===== src/rtl/gmd_pkg.sv =====
// Package for the grid maze DFS generator: grid constants, FSM states,
// visited-map port struct and neighbor helper. No dependencies.
`default_nettype none
package gmd_pkg;
   localparam int MAX_ROWS   = 32;
   localparam int MAX_COLS   = 32;
   localparam int XW         = $clog2(MAX_COLS);
   localparam int YW         = $clog2(MAX_ROWS);
   localparam int AW         = XW + YW;
   localparam int CELL_TOTAL = MAX_ROWS * MAX_COLS;
   localparam int SPW        = AW + 1;
   localparam int DIMW       = 6;

   localparam logic [1:0] DIR_RIGHT = 2'd0;
   localparam logic [1:0] DIR_UP    = 2'd1;
   localparam logic [1:0] DIR_LEFT  = 2'd2;
   localparam logic [1:0] DIR_DOWN  = 2'd3;

   localparam logic [1:0] REG_ROWS = 2'd0;
   localparam logic [1:0] REG_COLS = 2'd1;

   typedef enum logic [1:0] {
      S_IDLE,
      S_CLEAR,
      S_CHECK,
      S_LOAD
   } state_type;

   typedef struct packed {
      logic          we;
      logic [AW-1:0] waddr;
      logic          wdata;
      logic [AW-1:0] raddr;
   } vis_req_type;

   function automatic logic [AW-1:0] neighbor_addr(input logic [XW-1:0] x,
                                                   input logic [YW-1:0] y,
                                                   input logic [1:0] d);
      logic [XW-1:0] nx;
      logic [YW-1:0] ny;
      nx = x;
      ny = y;
      case (d)
         DIR_RIGHT: nx = x + XW'(1);
         DIR_UP:    ny = y + YW'(1);
         DIR_LEFT:  nx = x - XW'(1);
         default:   ny = y - YW'(1);
      endcase
      return {ny, nx};
   endfunction
endpackage
`default_nettype wire


===== src/rtl/gmd_visit_map.sv =====
// Visited map: one bit per cell, synchronous read: data comes the cycle after the address.
// Depends on gmd_pkg.
`default_nettype none
module gmd_visit_map (
   input  wire logic              clock,
   input  wire gmd_pkg::vis_req_type req,
   output logic                   rdata
);
   logic mem [gmd_pkg::CELL_TOTAL];

   always_ff @(posedge clock) begin
      if (req.we) begin
         mem[req.waddr] <= req.wdata;
      end
      rdata <= mem[req.raddr];
   end
endmodule
`default_nettype wire


===== config.mk =====
export PLATFORM = sky130hd
export DESIGN_NAME = gmd_visit_map
export DESIGN_NICKNAME = d
export VERILOG_FILES = /design/src/rtl/gmd_pkg.sv /design/src/rtl/gmd_visit_map.sv
export SDC_FILE = /design/constraint.sdc
export NUM_CORES = 1
export LEC_CHECK = 0
export BUFFER_PORTS_ARGS = -buffer_cell sky130_fd_sc_hd__clkbuf_2
export CAP_MARGIN = 40
export CORE_MARGIN = 1.5
export CORE_UTILIZATION = 60
export DETAILED_ROUTE_END_ITERATION = 8
export HOLD_SLACK_MARGIN = 0.05
export PLACE_DENSITY = 0.87
export REMOVE_ABC_BUFFERS = 1
export SETUP_SLACK_MARGIN = 0.4
export SLEW_MARGIN = 10
export SYNTH_ARGS = -nofsm -noshare
export SYNTH_HDL_FRONTEND = slang
export SYNTH_SLANG_ARGS = --single-unit

===== constraint.sdc =====
create_clock -name clock -period 3.65 [get_ports clock]
set_input_delay 0.5475 -clock clock [delete_from_list [all_inputs] [get_ports clock]]
set_output_delay 0.5475 -clock clock [all_outputs]
set_load 0.02 [all_outputs]

======== Word level (Yosys, flattened, before mapping) ========
Memory sizes are Yosys's and may differ from the RTL's. A register that Yosys moved wholly into a read port is not among the register bits.
Cells that the tools add are included.
cells by class
  multiplexer cells ....................... 2
operators with widths
  operator           count
  1-bit two-way mux  2
word-level totals
  bits in registers ....................... 0
  memory bits (writable) .................. 1024
  input port bits ......................... 23
  output and inout port bits .............. 1
  word-level logic and storage cells ...... 3
  memories ................................ 1
memory list
  memory  depth  bits a word  read ports  clocked after memory_dff  write ports  line                RTL
  mem     1024   1            1           1                         1            gmd_visit_map.sv:9  logic mem [gmd_pkg::CELL_TOTAL];

======== Depth between registers and ports, before layout ========
  word-level depth ........................ 2
  mapped depth ............................ 15
  gate-level depth less buffers ........... 8

======== Worst setup path before layout ========
OpenSTA, ideal clock, no wires.
  path kind ............................... input to register
  from .................................... in req[0] (netlist bit)
  to ...................................... reg rdata, read port of mem
  library setup time ...................... 137 ps
  arrival ................................. 2684 ps
  required time ........................... 3513 ps
  path slack .............................. 829 ps
  stages .................................. 10
  buffers on the path ..................... 4
  path through ............................ buf_6 -> buf_12 -> buf_12 -> buf_2 -> mux4_2 -> mux4_2 -> a211oi_1 -> nor2_1 -> o311ai_1 -> o2111ai_1
RTL lines
  what             line                RTL
  start, declared  gmd_visit_map.sv:6  input wire gmd_pkg::vis_req_type req,
  end, declared    gmd_visit_map.sv:7  output logic rdata

==> run metrics <==
result of the run complete, no violations; Data arrival, critical path 3.59 ns; Area contributors post-synth edfxtp_1 69%, mux4_2 10%, nor2_1 8.7%; Pwr Total 24.59 mW; H-tree Lvls 3; first-pass GRT wire length 186,300 um; synthesized area per cell 14.35 sq um; kind of critical path primary input to register; worst hold slack 0.3511 ns; top-area cell type share of the netlist area 68.86%; Crit Path Max Fanout 19; I/O pins 24; antenna viol nets, final 0; RSZ-0062 raised after global routing no; Routed WL per cell 30.96 um; CP Data Required Time 4.20 ns; Final Hold Viols 0; Clock transition at path regs 0.06 ns; fraction of layout instances using a drive strength above 1 17.41%; largest net degree at the start of global routing 202; total wire length 127,800 um; sequential area share after synthesis 68.90%; Synth-to-Final Area Change 10.68%; MaxCap Viol Count 0; Final Critical Period 3.046 ns; synthesized cell area 44,660 sq um; Worst VDD drop 0.0003692 V; #FFs+latches synth 1,025; grt ovf 0; initial antenna violation count 6; worst slew pin tran 0.8939 ns; postcts setup bufs 0; via count 29,010; Synth area leader edfxtp_1; CP Launch Type primary input; routability cong. 0.8649; Post-DP HPWL 69,620 um; Async SR Flop Fraction 0%; clk buf depth 3; total negative setup slack 0 ns; post-layout net count 3,111; fmax 0.3283 GHz; initial core utilization 60.90%; vias per inst 7.025; PostCTS Resize Cnt 0; Post-Syn Instances 3,112; PortBufs 23; # rows 99; Final Cycle Share 83.46%; Residual DRC 0; CTS tree built; # setup viols final 0; fin util 67.40%; drt first pass iters 7; Post-synth EDFFs 1,024; clock skew 0.02291 ns; Die Wd 275.8 um; hold_buf cts 0; max-slew violations 0; CP Capture Type register; leakage 14.95 nW; Netlist cell types 56; number of fill cells 4,436; P per Cell Area 497.5 nW/um^2; TritonCTS Buffers 101; GRT Total Usage 34.23%; CTS root buffer clkbuf_16; Worst-Skew Late Latency 0.69 ns; worst hold path type primary input to register; vias in the first global route 29,510; die area 76,070 sq um; Core ar. 73,330 sq um; Max-slew headroom 40.19%; synth warn 0; DRT iter0 DRCs 5,456; ys flop type edfxtp_1; Die H 275.8 um; clock sinks 1,025
==> stage by stage <==
step / instance area (sq um) / cells / worst slack, ns
2_1_floorplan: 43210 / 2809 / 0.7233
6_report: 49420 / 4129 / 0.6036
4_1_cts: 49410 / 4123 / 0.6987
3_5_place_dp: 46200 / 3943 / 0.07042
5_1_grt: 49420 / 4126 / 0.5148
3_3_place_gp: 46090 / 3934 / -0.01772
==> placed cells by master, fill, tap and decap left out, drive strengths merged, types with 3 or more instances in the layout <==
cell | netlist | final
a2111oi | 6 | 6
a211oi | 4 | 4
a21oi | 37 | 37
a22o | 4 | 4
a22oi | 17 | 17
a311oi | 3 | 3
a31oi | 4 | 4
and2 | 6 | 6
and3 | 4 | 4
and3b | 3 | 3
buf | 114 | 155
bufinv | 0 | 9
clkbuf | 189 | 153
clkinv | 2 | 36
diode | 0 | 5
edfxtp | 1024 | 1024
inv | 4 | 9
mux2 | 3 | 3
mux2i | 123 | 123
mux4 | 214 | 214
nand2 | 86 | 86
nand2b | 8 | 8
nand3 | 37 | 37
nand4 | 10 | 10
nor2 | 1036 | 1036
nor2b | 11 | 11
nor3 | 37 | 37
nor3b | 8 | 8
nor4 | 5 | 5
o21ai | 13 | 13
o221ai | 49 | 49
o22ai | 28 | 28
==> state kept, by name (all words and copies together), names as in the netlist <==
register,count
mem,1024
rdata,1
==> where the power goes <==
group / internal, mW / switching (mW)
clock: 5.82 / 4.43
combinational: 0.467 / 0.906
sequential: 13.0 / 0.00793
total: 19.2 / 5.35
==> critical path, cell delays in order <==
cell	delay [ns]
clkbuf_2	0.39
buf_12	0.33
a2111oi_0	0.46
a2111oi_0	0.16
a2111oi_0	0.60
nand4_1	0.32
and4_1	0.32
nor4_1	0.28
o2111ai_1	0.16
==> final timing paths <==
check | slack, ns | from | depth (start not counted) | to
max | 0.60 | req[3] | 9 | rdata$_DFF_P_
min | 0.35 | req[6] | 2 | rdata$_DFF_P_
max reg2reg | 0.70 | mem[528]$_DFFE_PP_ | 8 | rdata$_DFF_P_
min reg2reg | 1.19 | mem[928]$_DFFE_PP_ | 7 | rdata$_DFF_P_
==> logic make-up after synthesis <==
logic type             count (synthesis)  share of synthesized area [%]
flip-flops                          1025                          68.90
AO/OA/AOI/OAI                        178                          2.830
buffers and inverters                309                          3.298
multiplexers                         340                          13.74
AND/OR/NAND/NOR                     1260                          11.23
==> cell type report <==
type | instances | area, sq um | area share [%]
Sequential cell | 1025 | 30770 | 62.26
Multi-Input combinational cell | 1778 | 12550 | 25.40
Clock buffer | 132 | 2685 | 5.433
Timing Repair Buffer | 176 | 1659 | 3.357
Tap cell | 959 | 1200 | 2.428
Clock inverter | 48 | 524.3 | 1.061
Inverter | 6 | 22.52 | 0.04557
Antenna cell | 5 | 12.51 | 0.02532
==> synthesized netlist by cell type (all sizes together) (2+ instances only) <==
cell type and instances:
nor2 1036, edfxtp 1024, mux4 214, clkbuf 189, mux2i 123, buf 114, nand2 86, o221ai 49
a21oi 37, nand3 37, nor3 37, o22ai 28, a22oi 17, o21ai 13, nor2b 11, nand4 10
nand2b 8, nor3b 8, a2111oi 6, and2 6, nor4 5, a211oi 4, a22o 4, a31oi 4
and3 4, inv 4, a311oi 3, and3b 3, mux2 3, a221oi 2, and4 2, clkinv 2
o2111ai 2, o311ai 2, o31a 2, or2 2, or3b 2
==> routing by layer <==
layer	part of all wire, %	vias to the layer above	global-route usage (%)	wire (um)
li1	-	11440	-	-
met1	30	14070	41.23	38390
met2	46	2752	53.32	59380
met3	16	736	10.86	19860
met4	7.9	4	22.95	10150
met5	0.042	-	0.6266	54
(Power assumes the default switching activity.)
